==> src/rtl/rbtr_pkg.sv <==
// Shared types, constants and sequencer states of the regen braking torque ramp.
`timescale 1ns / 1ps
`default_nettype none

package rbtr_pkg;

  // Field and register widths.
  localparam int SPEED_W   = 16;
  localparam int VOLT_W    = 16;
  localparam int TORQUE_W  = 16;
  localparam int PCT_W     = 7;
  localparam int CUR_W     = 16;
  localparam int MINSPD_W  = 15;
  localparam int CFG_IDX_W = 3;
  localparam int CFG_DAT_W = 16;

  // Serial multiplier: multiplicand, multiplier (MSB aligned) and product widths.
  localparam int MUL_X_W = 39;
  localparam int MUL_Y_W = 20;
  localparam int MUL_P_W = MUL_X_W + MUL_Y_W;

  // Serial divider: remainder/divisor, dividend and quotient widths.
  localparam int DIV_R_W = 15;
  localparam int DIV_D_W = 16;
  localparam int DIV_Q_W = 16;

  // 30/pi in Q16 and the percent divisor.
  localparam logic [MUL_Y_W-1:0] THIRTY_OVER_PI_Q16 = 20'd625822;
  localparam logic [DIV_R_W-1:0] PERCENT_DIV        = 15'd100;

  // Configuration register indexes.
  localparam logic [CFG_IDX_W-1:0] REG_REGEN_ON        = 3'd0;
  localparam logic [CFG_IDX_W-1:0] REG_LEVEL_PERCENT   = 3'd1;
  localparam logic [CFG_IDX_W-1:0] REG_MAX_CURRENT     = 3'd2;
  localparam logic [CFG_IDX_W-1:0] REG_RAMP_PERCENT    = 3'd3;
  localparam logic [CFG_IDX_W-1:0] REG_MAX_BUS_VOLTAGE = 3'd4;
  localparam logic [CFG_IDX_W-1:0] REG_MIN_SPEED       = 3'd5;

  typedef enum logic [2:0] {
    ST_IDLE,
    ST_MUL_LVL,
    ST_MUL_VOLT,
    ST_MUL_K,
    ST_DIV_LIM,
    ST_MUL_RAMP,
    ST_DIV_STEP,
    ST_DONE
  } state_t;

  typedef struct packed {
    logic load;
    logic run;
  } mul_ctrl_t;

  typedef struct packed {
    logic load;
    logic run;
  } div_ctrl_t;

  // Number of shift-and-add or shift-and-subtract steps taken in each state.
  function automatic logic [4:0] run_len(state_t s);
    logic [4:0] n;
    unique case (s)
      ST_MUL_LVL:  n = 5'd7;
      ST_MUL_VOLT: n = 5'd16;
      ST_MUL_K:    n = 5'd20;
      ST_DIV_LIM:  n = 5'd15;
      ST_MUL_RAMP: n = 5'd7;
      ST_DIV_STEP: n = 5'd16;
      default:     n = 5'd0;
    endcase
    return n;
  endfunction

endpackage

`default_nettype wire

==> src/rtl/rbtr_mul.sv <==
// Bit-serial unsigned multiplier, one multiplier bit per cycle while run is high, MSB first.
`timescale 1ns / 1ps
`default_nettype none

module rbtr_mul (
  input  wire logic                           clk,
  input  wire rbtr_pkg::mul_ctrl_t            ctrl,
  input  wire logic [rbtr_pkg::MUL_X_W-1:0]   x_in,
  input  wire logic [rbtr_pkg::MUL_Y_W-1:0]   y_in,
  output logic      [rbtr_pkg::MUL_P_W-1:0]   product
);

  logic [rbtr_pkg::MUL_X_W-1:0] x;
  logic [rbtr_pkg::MUL_Y_W-1:0] y;
  logic [rbtr_pkg::MUL_P_W-1:0] acc;
  logic [rbtr_pkg::MUL_P_W-1:0] addend;

  // The multiplier is left aligned, so its top bit is the next digit to use.
  assign addend = y[rbtr_pkg::MUL_Y_W-1] ?
                  {{rbtr_pkg::MUL_Y_W{1'b0}}, x} : '0;

  always_ff @(posedge clk) begin
    if (ctrl.load) begin
      x   <= x_in;
      y   <= y_in;
      acc <= '0;
    end else if (ctrl.run) begin
      acc <= {acc[rbtr_pkg::MUL_P_W-2:0], 1'b0} + addend;
      y   <= {y[rbtr_pkg::MUL_Y_W-2:0], 1'b0};
    end
  end

  assign product = acc;

endmodule

`default_nettype wire

==> src/rtl/rbtr_div.sv <==
// Restoring serial divider, one quotient bit per cycle while run is high.
`timescale 1ns / 1ps
`default_nettype none

module rbtr_div (
  input  wire logic                           clk,
  input  wire rbtr_pkg::div_ctrl_t            ctrl,
  input  wire logic [rbtr_pkg::DIV_R_W-1:0]   rem_init,
  input  wire logic [rbtr_pkg::DIV_D_W-1:0]   dividend,
  input  wire logic [rbtr_pkg::DIV_R_W-1:0]   divisor,
  output logic      [rbtr_pkg::DIV_Q_W-1:0]   quotient
);

  logic [rbtr_pkg::DIV_R_W-1:0] rem;
  logic [rbtr_pkg::DIV_D_W-1:0] dsr;
  logic [rbtr_pkg::DIV_R_W-1:0] dvs;
  logic [rbtr_pkg::DIV_Q_W-1:0] q;
  logic [rbtr_pkg::DIV_R_W+1:0] trial;
  logic                         fits;

  // The partial remainder stays below the divisor, so the shifted value needs one
  // more bit and the borrow one more again.
  assign trial = {1'b0, rem, dsr[rbtr_pkg::DIV_D_W-1]} - {2'b00, dvs};
  assign fits  = !trial[rbtr_pkg::DIV_R_W+1];

  always_ff @(posedge clk) begin
    if (ctrl.load) begin
      rem <= rem_init;
      dsr <= dividend;
      dvs <= divisor;
      q   <= '0;
    end else if (ctrl.run) begin
      rem <= fits ? trial[rbtr_pkg::DIV_R_W-1:0]
                  : {rem[rbtr_pkg::DIV_R_W-2:0], dsr[rbtr_pkg::DIV_D_W-1]};
      dsr <= {dsr[rbtr_pkg::DIV_D_W-2:0], 1'b0};
      q   <= {q[rbtr_pkg::DIV_Q_W-2:0], fits};
    end
  end

  assign quotient = q;

endmodule

`default_nettype wire

==> src/rtl/regen_braking_torque_ramp.sv <==
// Top level of the regenerative braking torque ramp.
`timescale 1ns / 1ps
`default_nettype none

// Regenerative braking torque ramp. Each input transaction carries a motor speed
// and a DC bus voltage and yields exactly one output transaction with a torque
// command in -32768..0. When regen is disabled the result is zero and the stored
// torque is cleared; a positive max current, a bus voltage above its limit, or a
// speed of zero or below give zero and keep the stored torque. Otherwise the
// torque limit level * max_current * voltage * (625822 / 65536) / speed is found,
// saturated to -32768..0, and the ramp step is limit * ramp_percent / 100, both
// truncated toward zero. Above 1.5 times the minimum speed the torque steps toward
// the limit, below the minimum speed it steps back toward zero, and in between it
// holds. One item is worked at a time. An item that updates the torque passes
// through a bit-serial multiplier that takes one multiplier bit per cycle
// (7 + 16 + 20 + 7 steps) and a restoring serial divider that takes one quotient
// bit per cycle (15 + 16 steps), with a load of the unit ahead of each pass. The
// other items skip the arithmetic. A finished result sits in an output register,
// and the next item is accepted while it waits to be taken.
// Configuration must be written only while no item is in flight; a write takes
// effect at the clock edge that carries it.

module regen_braking_torque_ramp (
  input  wire logic        clk,
  input  wire logic        rst,
  // Input stream.
  input  wire logic        s_axis_tvalid,
  output logic             s_axis_tready,
  input  wire logic [31:0] s_axis_tdata,   // [15:0] motor_speed, [31:16] bus_voltage
  // Output stream.
  output logic             m_axis_tvalid,
  input  wire logic        m_axis_tready,
  output logic      [15:0] m_axis_tdata,   // [15:0] regen_torque
  // Configuration write port.
  input  wire logic        cfg_we,
  input  wire logic [rbtr_pkg::CFG_IDX_W-1:0] cfg_index,
  input  wire logic [rbtr_pkg::CFG_DAT_W-1:0] cfg_wdata
);

  // Configuration registers.
  logic                               regen_on;
  logic [rbtr_pkg::PCT_W-1:0]         level_percent;
  logic signed [rbtr_pkg::CUR_W-1:0]  max_current;
  logic [rbtr_pkg::PCT_W-1:0]         ramp_percent;
  logic [rbtr_pkg::VOLT_W-1:0]        max_bus_voltage;
  logic [rbtr_pkg::MINSPD_W-1:0]      min_speed;

  // Sequencer and item state.
  rbtr_pkg::state_t                   state, state_next;
  logic [4:0]                         cnt;
  logic signed [rbtr_pkg::TORQUE_W-1:0] torque_now;
  logic [rbtr_pkg::MINSPD_W-1:0]      speed_r;
  logic [rbtr_pkg::VOLT_W-1:0]        volt_r;
  logic                               above_r;
  logic                               comp_r;
  logic                               zero_r;
  logic                               sat_r;
  logic [rbtr_pkg::TORQUE_W-1:0]      lim_mag_r;
  logic                               m_valid;
  logic [rbtr_pkg::TORQUE_W-1:0]      m_data;

  // Arithmetic units.
  rbtr_pkg::mul_ctrl_t                mul_ctrl;
  rbtr_pkg::div_ctrl_t                div_ctrl;
  logic [rbtr_pkg::MUL_X_W-1:0]       mul_x;
  logic [rbtr_pkg::MUL_Y_W-1:0]       mul_y;
  logic [rbtr_pkg::MUL_P_W-1:0]       product;
  logic [rbtr_pkg::DIV_R_W-1:0]       div_rem;
  logic [rbtr_pkg::DIV_D_W-1:0]       div_dividend;
  logic [rbtr_pkg::DIV_R_W-1:0]       div_divisor;
  logic [rbtr_pkg::DIV_Q_W-1:0]       quotient;

  // Input decode and the special cases, judged at acceptance.
  logic signed [rbtr_pkg::SPEED_W-1:0] in_speed;
  logic [rbtr_pkg::VOLT_W-1:0]         in_volt;
  logic                                in_accept;
  logic                                cur_positive;
  logic                                speed_pos;
  logic                                in_above;
  logic                                in_below;
  logic                                go_compute;
  logic                                out_free;
  logic                                step_done;
  logic [rbtr_pkg::CUR_W-1:0]          cur_mag;
  logic [rbtr_pkg::TORQUE_W-1:0]       lim_mag_c;
  logic                                sat_c;

  // Torque update.
  logic signed [17:0]                  t_ext;
  logic signed [17:0]                  step_ext;
  logic signed [17:0]                  lim_ext;
  logic signed [17:0]                  nx;
  logic signed [17:0]                  t_new;
  logic [rbtr_pkg::TORQUE_W-1:0]       result;

  assign in_speed  = s_axis_tdata[15:0];
  assign in_volt   = s_axis_tdata[31:16];
  assign in_accept = s_axis_tvalid && s_axis_tready;
  assign out_free  = !m_valid || m_axis_tready;

  assign cur_positive = !max_current[rbtr_pkg::CUR_W-1] && (max_current != '0);
  assign speed_pos    = !in_speed[rbtr_pkg::SPEED_W-1] && (in_speed != '0);
  // Above means 2 * speed > 3 * min_speed; below means speed < min_speed.
  assign in_above = {1'b0, in_speed[14:0], 1'b0} >
                    ({2'b00, min_speed} + {1'b0, min_speed, 1'b0});
  assign in_below = in_speed[14:0] < min_speed;
  assign go_compute = regen_on && !cur_positive && (in_volt <= max_bus_voltage) &&
                      speed_pos && (in_above || in_below);

  // Magnitude of the current; the two's complement of -32768 reads as 32768.
  assign cur_mag = ~max_current + 16'd1;

  // The limit saturates once the quotient would reach 32768, that is when the
  // Q16-scaled numerator shifted down by 15 more bits is at least the speed.
  assign sat_c     = product[rbtr_pkg::MUL_P_W-1:31] >= {13'd0, speed_r};
  assign lim_mag_c = sat_r ? 16'h8000 : {1'b0, quotient[14:0]};

  assign step_done = (cnt == rbtr_pkg::run_len(state));

  // Next state.
  always_comb begin
    state_next = state;
    unique case (state)
      rbtr_pkg::ST_IDLE: begin
        if (s_axis_tvalid) begin
          state_next = go_compute ? rbtr_pkg::ST_MUL_LVL : rbtr_pkg::ST_DONE;
        end
      end
      rbtr_pkg::ST_MUL_LVL:  if (step_done) state_next = rbtr_pkg::ST_MUL_VOLT;
      rbtr_pkg::ST_MUL_VOLT: if (step_done) state_next = rbtr_pkg::ST_MUL_K;
      rbtr_pkg::ST_MUL_K:    if (step_done) state_next = rbtr_pkg::ST_DIV_LIM;
      rbtr_pkg::ST_DIV_LIM:  if (step_done) state_next = rbtr_pkg::ST_MUL_RAMP;
      rbtr_pkg::ST_MUL_RAMP: if (step_done) state_next = rbtr_pkg::ST_DIV_STEP;
      rbtr_pkg::ST_DIV_STEP: if (step_done) state_next = rbtr_pkg::ST_DONE;
      rbtr_pkg::ST_DONE:     if (out_free)  state_next = rbtr_pkg::ST_IDLE;
    endcase
  end

  // Sequencer outputs: unit control and operand selection. The first cycle of
  // each arithmetic state loads the unit, the rest step it.
  always_comb begin
    s_axis_tready = 1'b0;
    mul_ctrl      = '0;
    div_ctrl      = '0;
    mul_x         = '0;
    mul_y         = '0;
    div_rem       = '0;
    div_dividend  = '0;
    div_divisor   = rbtr_pkg::PERCENT_DIV;
    unique case (state)
      rbtr_pkg::ST_IDLE: begin
        s_axis_tready = 1'b1;
      end
      rbtr_pkg::ST_MUL_LVL: begin
        mul_ctrl.load = (cnt == 5'd0);
        mul_ctrl.run  = (cnt != 5'd0);
        mul_x         = {23'd0, cur_mag};
        mul_y         = {level_percent, 13'd0};
      end
      rbtr_pkg::ST_MUL_VOLT: begin
        mul_ctrl.load = (cnt == 5'd0);
        mul_ctrl.run  = (cnt != 5'd0);
        mul_x         = product[rbtr_pkg::MUL_X_W-1:0];
        mul_y         = {volt_r, 4'd0};
      end
      rbtr_pkg::ST_MUL_K: begin
        mul_ctrl.load = (cnt == 5'd0);
        mul_ctrl.run  = (cnt != 5'd0);
        mul_x         = product[rbtr_pkg::MUL_X_W-1:0];
        mul_y         = rbtr_pkg::THIRTY_OVER_PI_Q16;
      end
      rbtr_pkg::ST_DIV_LIM: begin
        // Dropping the low 16 bits first is exact for a truncating quotient.
        // Without saturation the bits above 45 are zero.
        div_ctrl.load = (cnt == 5'd0);
        div_ctrl.run  = (cnt != 5'd0);
        div_rem       = product[45:31];
        div_dividend  = {product[30:16], 1'b0};
        div_divisor   = speed_r;
      end
      rbtr_pkg::ST_MUL_RAMP: begin
        mul_ctrl.load = (cnt == 5'd0);
        mul_ctrl.run  = (cnt != 5'd0);
        mul_x         = {23'd0, lim_mag_c};
        mul_y         = {ramp_percent, 13'd0};
      end
      rbtr_pkg::ST_DIV_STEP: begin
        // The product is below 2^22, so its top six bits stay under 100.
        div_ctrl.load = (cnt == 5'd0);
        div_ctrl.run  = (cnt != 5'd0);
        div_rem       = {9'd0, product[21:16]};
        div_dividend  = product[15:0];
        div_divisor   = rbtr_pkg::PERCENT_DIV;
      end
      rbtr_pkg::ST_DONE: begin
        s_axis_tready = 1'b0;
      end
    endcase
  end

  // Torque update: step toward the limit above, back toward zero below; else give zero or hold.
  always_comb begin
    t_ext    = {{2{torque_now[rbtr_pkg::TORQUE_W-1]}}, torque_now};
    step_ext = {2'b00, quotient};
    lim_ext  = -$signed({2'b00, lim_mag_r});
    if (above_r) begin
      nx    = t_ext - step_ext;
      t_new = (nx > lim_ext) ? nx : lim_ext;
    end else begin
      nx    = t_ext + step_ext;
      t_new = (nx < 18'sd0) ? nx : 18'sd0;
    end
    if (comp_r) begin
      result = t_new[rbtr_pkg::TORQUE_W-1:0];
    end else if (zero_r) begin
      result = '0;
    end else begin
      result = torque_now;
    end
  end

  // Control registers.
  always_ff @(posedge clk) begin
    if (rst) begin
      state           <= rbtr_pkg::ST_IDLE;
      cnt             <= '0;
      torque_now      <= '0;
      m_valid         <= 1'b0;
      regen_on        <= 1'b0;
      level_percent   <= '0;
      max_current     <= '0;
      ramp_percent    <= '0;
      max_bus_voltage <= '0;
      min_speed       <= '0;
    end else begin
      state <= state_next;
      cnt   <= (state_next != state) ? 5'd0 : cnt + 5'd1;

      if (cfg_we) begin
        unique case (cfg_index)
          rbtr_pkg::REG_REGEN_ON:        regen_on        <= cfg_wdata[0];
          rbtr_pkg::REG_LEVEL_PERCENT:   level_percent   <= cfg_wdata[rbtr_pkg::PCT_W-1:0];
          rbtr_pkg::REG_MAX_CURRENT:     max_current     <= cfg_wdata;
          rbtr_pkg::REG_RAMP_PERCENT:    ramp_percent    <= cfg_wdata[rbtr_pkg::PCT_W-1:0];
          rbtr_pkg::REG_MAX_BUS_VOLTAGE: max_bus_voltage <= cfg_wdata;
          rbtr_pkg::REG_MIN_SPEED:       min_speed       <= cfg_wdata[rbtr_pkg::MINSPD_W-1:0];
          default: ;
        endcase
      end

      // Disabled regen clears the stored torque as soon as the item arrives.
      if (in_accept && !regen_on) begin
        torque_now <= '0;
      end else if (state == rbtr_pkg::ST_DONE && out_free && comp_r) begin
        torque_now <= t_new[rbtr_pkg::TORQUE_W-1:0];
      end

      if (state == rbtr_pkg::ST_DONE && out_free) begin
        m_valid <= 1'b1;
      end else if (m_axis_tready) begin
        m_valid <= 1'b0;
      end
    end
  end

  // Payload registers.
  always_ff @(posedge clk) begin
    if (in_accept) begin
      speed_r <= in_speed[14:0];
      volt_r  <= in_volt;
      above_r <= in_above;
      comp_r  <= go_compute;
      // Zero for every special case except the hold band.
      zero_r  <= !(regen_on && !cur_positive && (in_volt <= max_bus_voltage) &&
                   speed_pos);
    end
    if (state == rbtr_pkg::ST_DIV_LIM && cnt == 5'd0) begin
      sat_r <= sat_c;
    end
    if (state == rbtr_pkg::ST_MUL_RAMP && cnt == 5'd0) begin
      lim_mag_r <= lim_mag_c;
    end
    if (state == rbtr_pkg::ST_DONE && out_free) begin
      m_data <= result;
    end
  end

  assign m_axis_tvalid = m_valid;
  assign m_axis_tdata  = m_data;

  rbtr_mul u_mul (
    .clk     (clk),
    .ctrl    (mul_ctrl),
    .x_in    (mul_x),
    .y_in    (mul_y),
    .product (product)
  );

  rbtr_div u_div (
    .clk      (clk),
    .ctrl     (div_ctrl),
    .rem_init (div_rem),
    .dividend (div_dividend),
    .divisor  (div_divisor),
    .quotient (quotient)
  );

endmodule

`default_nettype wire

==> config.mk <==
export PLATFORM = sky130hd
export DESIGN_NAME = regen_braking_torque_ramp
export DESIGN_NICKNAME = d
export VERILOG_FILES = /design/src/rtl/rbtr_pkg.sv /design/src/rtl/rbtr_mul.sv /design/src/rtl/rbtr_div.sv /design/src/rtl/regen_braking_torque_ramp.sv
export SDC_FILE = /design/constraint.sdc
export NUM_CORES = 1
export LEC_CHECK = 0
export BUFFER_PORTS_ARGS = -buffer_cell sky130_fd_sc_hd__buf_2
export CORE_ASPECT_RATIO = 1.25
export CORE_MARGIN = 2
export CORE_UTILIZATION = 63
export DETAILED_ROUTE_END_ITERATION = 10
export PLACE_DENSITY = 0.88
export SYNTH_ARGS = -nofsm -noshare
export SYNTH_HDL_FRONTEND = slang
export SYNTH_SLANG_ARGS = --single-unit
==> constraint.sdc <==
create_clock -name clk -period 6.4 [get_ports clk]
set_clock_uncertainty 0.2 [all_clocks]
set_input_delay 0.32 -clock clk [delete_from_list [all_inputs] [get_ports clk]]
set_output_delay 0.32 -clock clk [all_outputs]
set_load 0.1 [all_outputs]
==> results of run 1 <==
[worst register-to-register path, stage by stage (launching register included)]
cell       delay [ns]
dfxtp_1          0.43
ha_1             0.20
inv_1            0.05
fa_1             0.41
a21oi_1          0.15
nor2_1           0.08
o31a_1           0.29
o221ai_1         0.24
o21ai_0          0.21
o31ai_1          0.33
inv_1            0.08
a21oi_1          0.16
o21bai_1         0.09
xnor2_1          0.14
ha_1             0.31
nand4_1          0.12
o2111ai_1        0.22
a21oi_1          0.08
nor2_1           0.12
buf_4            0.29
mux2_2           0.38
a22oi_1          0.17
nand2b_1         0.14
o31ai_1          0.09
[placed cells by master, fill, tap and decap left out, types with 34 or more instances in the layout]
master	instances
clkbuf_16	34
nand2_1	297
and2_1	49
nor3_1	48
nor2_1	136
dlygate4sd3_1	53
ha_1	183
and3_1	40
xnor2_1	67
dfxtp_1	161
buf_2	73
o21ai_0	172
a21oi_1	161
mux2i_1	62
inv_1	143
edfxtp_1	171
nand3_1	59
a21o_1	61
xor2_1	47
nand2b_1	34
[stage by stage]
| stage | total power [uW] | utilization, % | setup WS [ns] | instance area [sq um] | instances |
|---|---|---|---|---|---|
| 2_1_floorplan | 6328 | - | 1.721 | 20990 | 2346 |
| 3_3_place_gp | 7295 | 66.01 | 1.321 | 21640 | 2747 |
| 3_5_place_dp | 7467 | 66.01 | 1.242 | 21640 | 2747 |
| 4_1_cts | 9557 | 71.07 | 1.221 | 23290 | 2862 |
| 5_1_grt | 10200 | 71.08 | 0.7217 | 23300 | 2863 |
| 6_report | 9650 | 71.08 | 1.161 | 23300 | 2863 |
[worst max path at each step]
stage	from	slack (ns)	endpoint
6_report	u_div.quotient[0]	1.16	m_axis_tdata[1]
4_1_cts	u_div.quotient[0]	1.22	m_axis_tdata[1]
5_1_grt	u_div.quotient[0]	0.72	m_axis_tdata[1]
3_5_place_dp	u_div.quotient[0]	1.24	m_axis_tdata[1]
3_3_place_gp	u_div.quotient[0]	1.32	m_axis_tdata[1]
2_1_floorplan	u_div.quotient[0]	1.72	m_axis_tdata[6]
[power by group through the flow]
stage	registers [uW]	logic, uW	clock network (uW)
after floorplan	3180	3150	0
after global placement	3310	3980	0
after detailed placement	3330	4130	0
after CTS	3300	4220	2040
after global routing	3350	4720	2120
final	3320	4300	2040
[per-layer routing]
metal	track usage, %	vias to the layer above
met1	37.20	8715
li1	-	8564
met3	4.603	252
met5	0	-
met4	18.53	0
met2	58.13	840
[cell families (layout without fill, tap and decap cells)]
logic type,count (synthesis),count (layout),synth area share (%)
xor+xnor,114,114,4.757
mux,63,63,3.011
compound gates,606,606,18.20
flops,333,333,39.92
buf+inv,257,355,4.644
simple gates,785,785,18.09
other cells,0,1,0
fa+ha+maj,188,188,11.39
[layout make-up]
type	instances	area share, %
Tap cell	418	2.245
Antenna cell	1	0.01074
Sequential cell	333	35.97
Timing Repair Buffer	148	4.554
Clock inverter	19	0.9506
Inverter	145	2.336
Multi-Input combinational cell	1756	50.05
Clock buffer	43	3.883
==> results.toml, run 1 <==
[power_and_ir_drop]
swShare_pct = 41.66
p_leak_uw = 0.009519
pwr-share-comb_pct = 44.5
power_density_nw_per_um2 = 414.2
p_int_uw = 5629
p_seq_share_pct = 34.4
pwr-share-clk_pct = 21.1
vdd.ir_drop.worst_uv = 301.8
p_sw_uw = 4020

[timing]
maxSlewViolCount = 0
finalHoldViolations = 0
fmax_mhz = 190.9
rsz0062_at_grt = "false"
post-route-period-util_pct = 81.85
tightest_slew_ns = 1.303
holdWs_ns = 0.04550
finalSetupViolCount = 0
fin_crit_ns = 5.239
tns_ns = 0
slew_headroom_pct = 12.69

[critical_path]
worst-path-max-fanout = 29
path_cells = "ha_1 -> inv_1 -> fa_1 -> a21oi_1 -> nor2_1 -> o31a_1 -> o221ai_1 -> o21ai_0 -> o31ai_1 -> inv_1 -> a21oi_1 -> o21bai_1 -> xnor2_1 -> ha_1 -> nand4_1 -> o2111ai_1 -> a21oi_1 -> nor2_1 -> buf_4 -> mux2_2 -> a22oi_1 -> nand2b_1 -> o31ai_1"
crit_top_cell = "a21oi_1"
crit_slowest_cell = "dfxtp_1"
cp.arrival_ns = 5.31
reg2reg_from = "u_div.quotient[0]"
crit_type = "flop to flop"
critPathLaunchType = "flop"
ff2ff_setup_slack_ns = 1.16
crit_buf_inv = 3
crit_family = "compound AO/OA/AOI/OAI gates"
rr_worst_depth = 23
critPathRequiredTime_ns = 6.48
worst-path-stages = 23
r2r_end = "m_axis_tdata[1]"
max_stage_delay_ns = 0.43
setup.worst_path.end_class = "flop"

[hold_path]
whs_endpoint = "state[2]"
min-delay-start = "s_axis_tvalid"
holdPathStages = 5
hold_class = "input pin to flop"

[clock_network]
clk_pin_slew_ns = 0.06
cts_root_buffer = "clkbuf_16"
htreeDepth = 2
ctsHoldBuffers = 53
cts_buffers = 34
clock_sink_count = 333
post_cts_resized = 0
clk_path_buf_depth = 3
insertion_delay_ns = 0.56
postCtsSetupBuffers = 0
cts_tree = "built"

[synthesis]
synth_top_cells_by_count = "nand2_1, ha_1, o21ai_0, edfxtp_1, dfxtp_1"
yosysTopAreaCellShare_pct = 24.47
synth-main-ff-cell = "edfxtp_1"
ys_async_sr_fraction_pct = 0
synth_cell_types = 84
ys_ff_latch = 333
synth_edf_count = 171
synthTopCellsByArea = "edfxtp_1, dfxtp_1, ha_1, nand2_1, o21ai_0"
synth_top_area_cell = "edfxtp_1"
synth.yosys.seq_area_share_pct = 39.92
ys_warn_count = 0
synthesis.instances = 2346
synth_area_sq_um = 20990
synthesis.nets = 2590
post-synth-top-count-cell = "nand2_1"
avgSynthCellArea_sq_um = 8.946

[global_routing]
grt_pass1_wl_mm = 92.40
grt_pass1_vias = 18401
grt_max_degree = 70
track_usage_pct = 32.53
antenna_found_initial = 3
overflow = 0

[route]
wl_met1_mm = 21.39
dr_wl_met3_mm = 3.888
drt_iter0_drc = 1721
antenna_left = 0
wl_mm = 57.57
wl_met2_mm = 29.05
drtPass1Iterations = 10
top_layer = "met4"
wl_per_cell_um = 20.11
drcViolationCount = 1
via_per_inst = 6.417
dr_total_vias = 18371

[outcome]
violations = "design-rule violations"
status = "finished with violations"

[cells_and_area]
final_layout_size_suffix_gt1_share_pct = 7.201
largest_register_ffs = 59
fillers = 2317
syn_to_final_growth_pct = 11.00
layout.nets = 2662
multi_input_area_sq_um = 11660
seq_area_sq_um = 8379

[place]
place_congestion = 0.9173
io_buffers = 73
place_hpwl_mm = 39.24

[die]
start_util_pct = 64.03
die_w_um = 167.3
num_rows = 74
pin_count = 74
core_sq_um = 32780
die_y_um = 208.1
die_area_sq_um = 34800

[job]
cap_violations = 0
(Power assumes the default switching activity.)
==> run 2: changes to the inputs <==
==> constraint.sdc (replaced) <==
create_clock -name clk -period 5.21 [get_ports clk]
set_clock_uncertainty 0.2 [all_clocks]
set_input_delay 0.2605 -clock clk [delete_from_list [all_inputs] [get_ports clk]]
set_output_delay 0.2605 -clock clk [all_outputs]
set_load 0.1 [all_outputs]
==> run 2 against run 1 <==
  * The flow still finishes with violations (design-rule violations)
  * Clock power is 34% higher
  * Die area did not move
  * Non-clock buffer count up 3
  * Sequential power rose by 23%
  * Sequential share of layout area fell by 0.24 points
  * Worst setup slack got worse by 0.86 ns
  * Largest power group unchanged
==> results.toml, run 2 (synthesis results as in run 1) <==
[global_routing]
grt_max_degree = 70
antenna_found_initial = 2
grt_pass1_wl_mm = 92.36
track_usage_pct = 32.55
overflow = 0
grt_pass1_vias = 18087

[die]
die_w_um = 167.3
core_sq_um = 32780
die_area_sq_um = 34800
die_y_um = 208.1
pin_count = 74
start_util_pct = 64.03
num_rows = 74

[place]
post-place-ws_ns = 0.2205
place_hpwl_mm = 39.08
io_buffers = 73
dpl_cell_area_sq_um = 21640
place_congestion = 0.9451

[critical_path]
max_stage_delay_ns = 0.40
crit_type = "flop to flop"
crit_buf_inv = 1
critPathRequiredTime_ns = 5.28
setup.worst_path.end_class = "flop"
critPathLaunchType = "flop"
crit_slowest_cell = "dfxtp_1"
path_cells = "inv_2 -> ha_1 -> nor2b_1 -> o21ai_0 -> a21oi_1 -> o22a_1 -> a311o_1 -> a21o_1 -> a41o_1 -> nor2_1 -> nor2b_1 -> o21ai_1 -> ha_1 -> nand4_1 -> nor2_2 -> nand4_1 -> o21ai_0 -> nor2_1 -> mux2_2 -> a22oi_1 -> nand2b_1 -> o31ai_1"
cp.arrival_ns = 4.97
worst-path-max-fanout = 5
crit_family = "compound AO/OA/AOI/OAI gates"

[timing]
maxSlewViolCount = 0
tightest_slew_ns = 1.269
fin_crit_ns = 4.909
layout_setup_ws_ns = 0.3005
finalHoldViolations = 0
slew_headroom_pct = 15.43
fmax_mhz = 203.7
post-route-period-util_pct = 94.23
finalSetupViolCount = 0

[job]
cap_violations = 0

[route]
antenna_left = 0
wl_per_cell_um = 20.16
via_per_inst = 6.457
dr_total_vias = 18518
wl_mm = 57.82
drt_iter0_drc = 1821
drtPass1Iterations = 10
drcViolationCount = 1

[cells_and_area]
multi_input_area_sq_um = 11670
largest_register_ffs = 59
seq_area_sq_um = 8381
final_common_cell = "nand2_1"
fin_area_sq_um = 23460
final_layout_size_suffix_gt1_share_pct = 7.554
fillers = 2307
syn_to_final_growth_pct = 11.76
layout.nets = 2666
final_cell_mix = "nand2_1, ha_1, edfxtp_1, o21ai_0, a21oi_1"

[clock_network]
clk_pin_slew_ns = 0.06
cts_root_buffer = "clkbuf_16"
clock_sink_count = 333
htreeDepth = 2
insertion_delay_ns = 0.55
cts_tree = "built"
cts_buffers = 35
clk_path_buf_depth = 3

[power_and_ir_drop]
power_density_nw_per_um2 = 518.0
vdd.ir_drop.worst_uv = 331.0
p_leak_uw = 0.009599
power.total_uw = 12150

[outcome]
status = "finished with violations"
violations = "design-rule violations"

[hold_path]
hold_class = "input pin to flop"
-- run 2: cell count changes in the layout (fill, tap and decap cells not counted), moves of 2 or more --
cell       delta
o21ai_1       +2
clkbuf_16     +2
clkinv_2      -2
clkinv_4      -2
bufinv_16     +3
o21ai_0       -2
clkinv_1      +2
buf_4         +2
-- run 2: area by class of cell --
cell class              instances  area share [%]
diodes                          1         0.01067
well taps                     418           2.230
clock inverters                19           1.195
repair buffers                151           4.635
flip-flops and latches        333           35.73
inverters                     145           2.320
clock buffers                  45           4.113
multi-input cells            1756           49.77
-- run 2: worst paths after layout --
path,from,to,slack (ns),cells after the start
worst min register to register,max_bus_voltage[7],max_bus_voltage[7],0.26,2
worst max-delay path,u_div.quotient[1],m_axis_tdata[1],0.30,22
worst min-delay path,s_axis_tdata[19],volt_r[3],0.26,2
worst max register to register,u_div.quotient[1],m_axis_tdata[1],0.30,22
-- run 2: what timing repair did --
action	4_1_cts	5_1_grt
gates resized for setup	0	10
endpoints found under the hold margin	97	0
setup endpoints to repair	0	31
hold buffers	53	0
setup buffers	0	1
-- run 2: routing by layer --
layer	global-route usage, %	wire length [um]
met4	18.35	3659
met2	57.86	28610
met3	4.204	4021
met5	0	13
met1	37.83	21520
-- run 2: stage by stage --
stage	std cells	hold slack (ns)	TNS [ns]	util [%]
3_3_place_gp	2748	0.2439	0	66.04
6_report	2868	0.2601	0	71.56
4_1_cts	2865	0.2308	0	71.45
5_1_grt	2868	0.2553	-0.02287	71.56
3_5_place_dp	2748	0.2500	0	66.04
2_1_floorplan	2346	0.1594	0	-
-- run 2: power breakdown --
| group | internal, uW | leakage, uW | switching (uW) |
|---|---|---|---|
| logic | 1930 | 0.00606 | 3390 |
| registers | 3610 | 0.00293 | 492 |
| clock network | 1630 | 0.000609 | 1100 |
| total | 7170 | 0.00960 | 4980 |
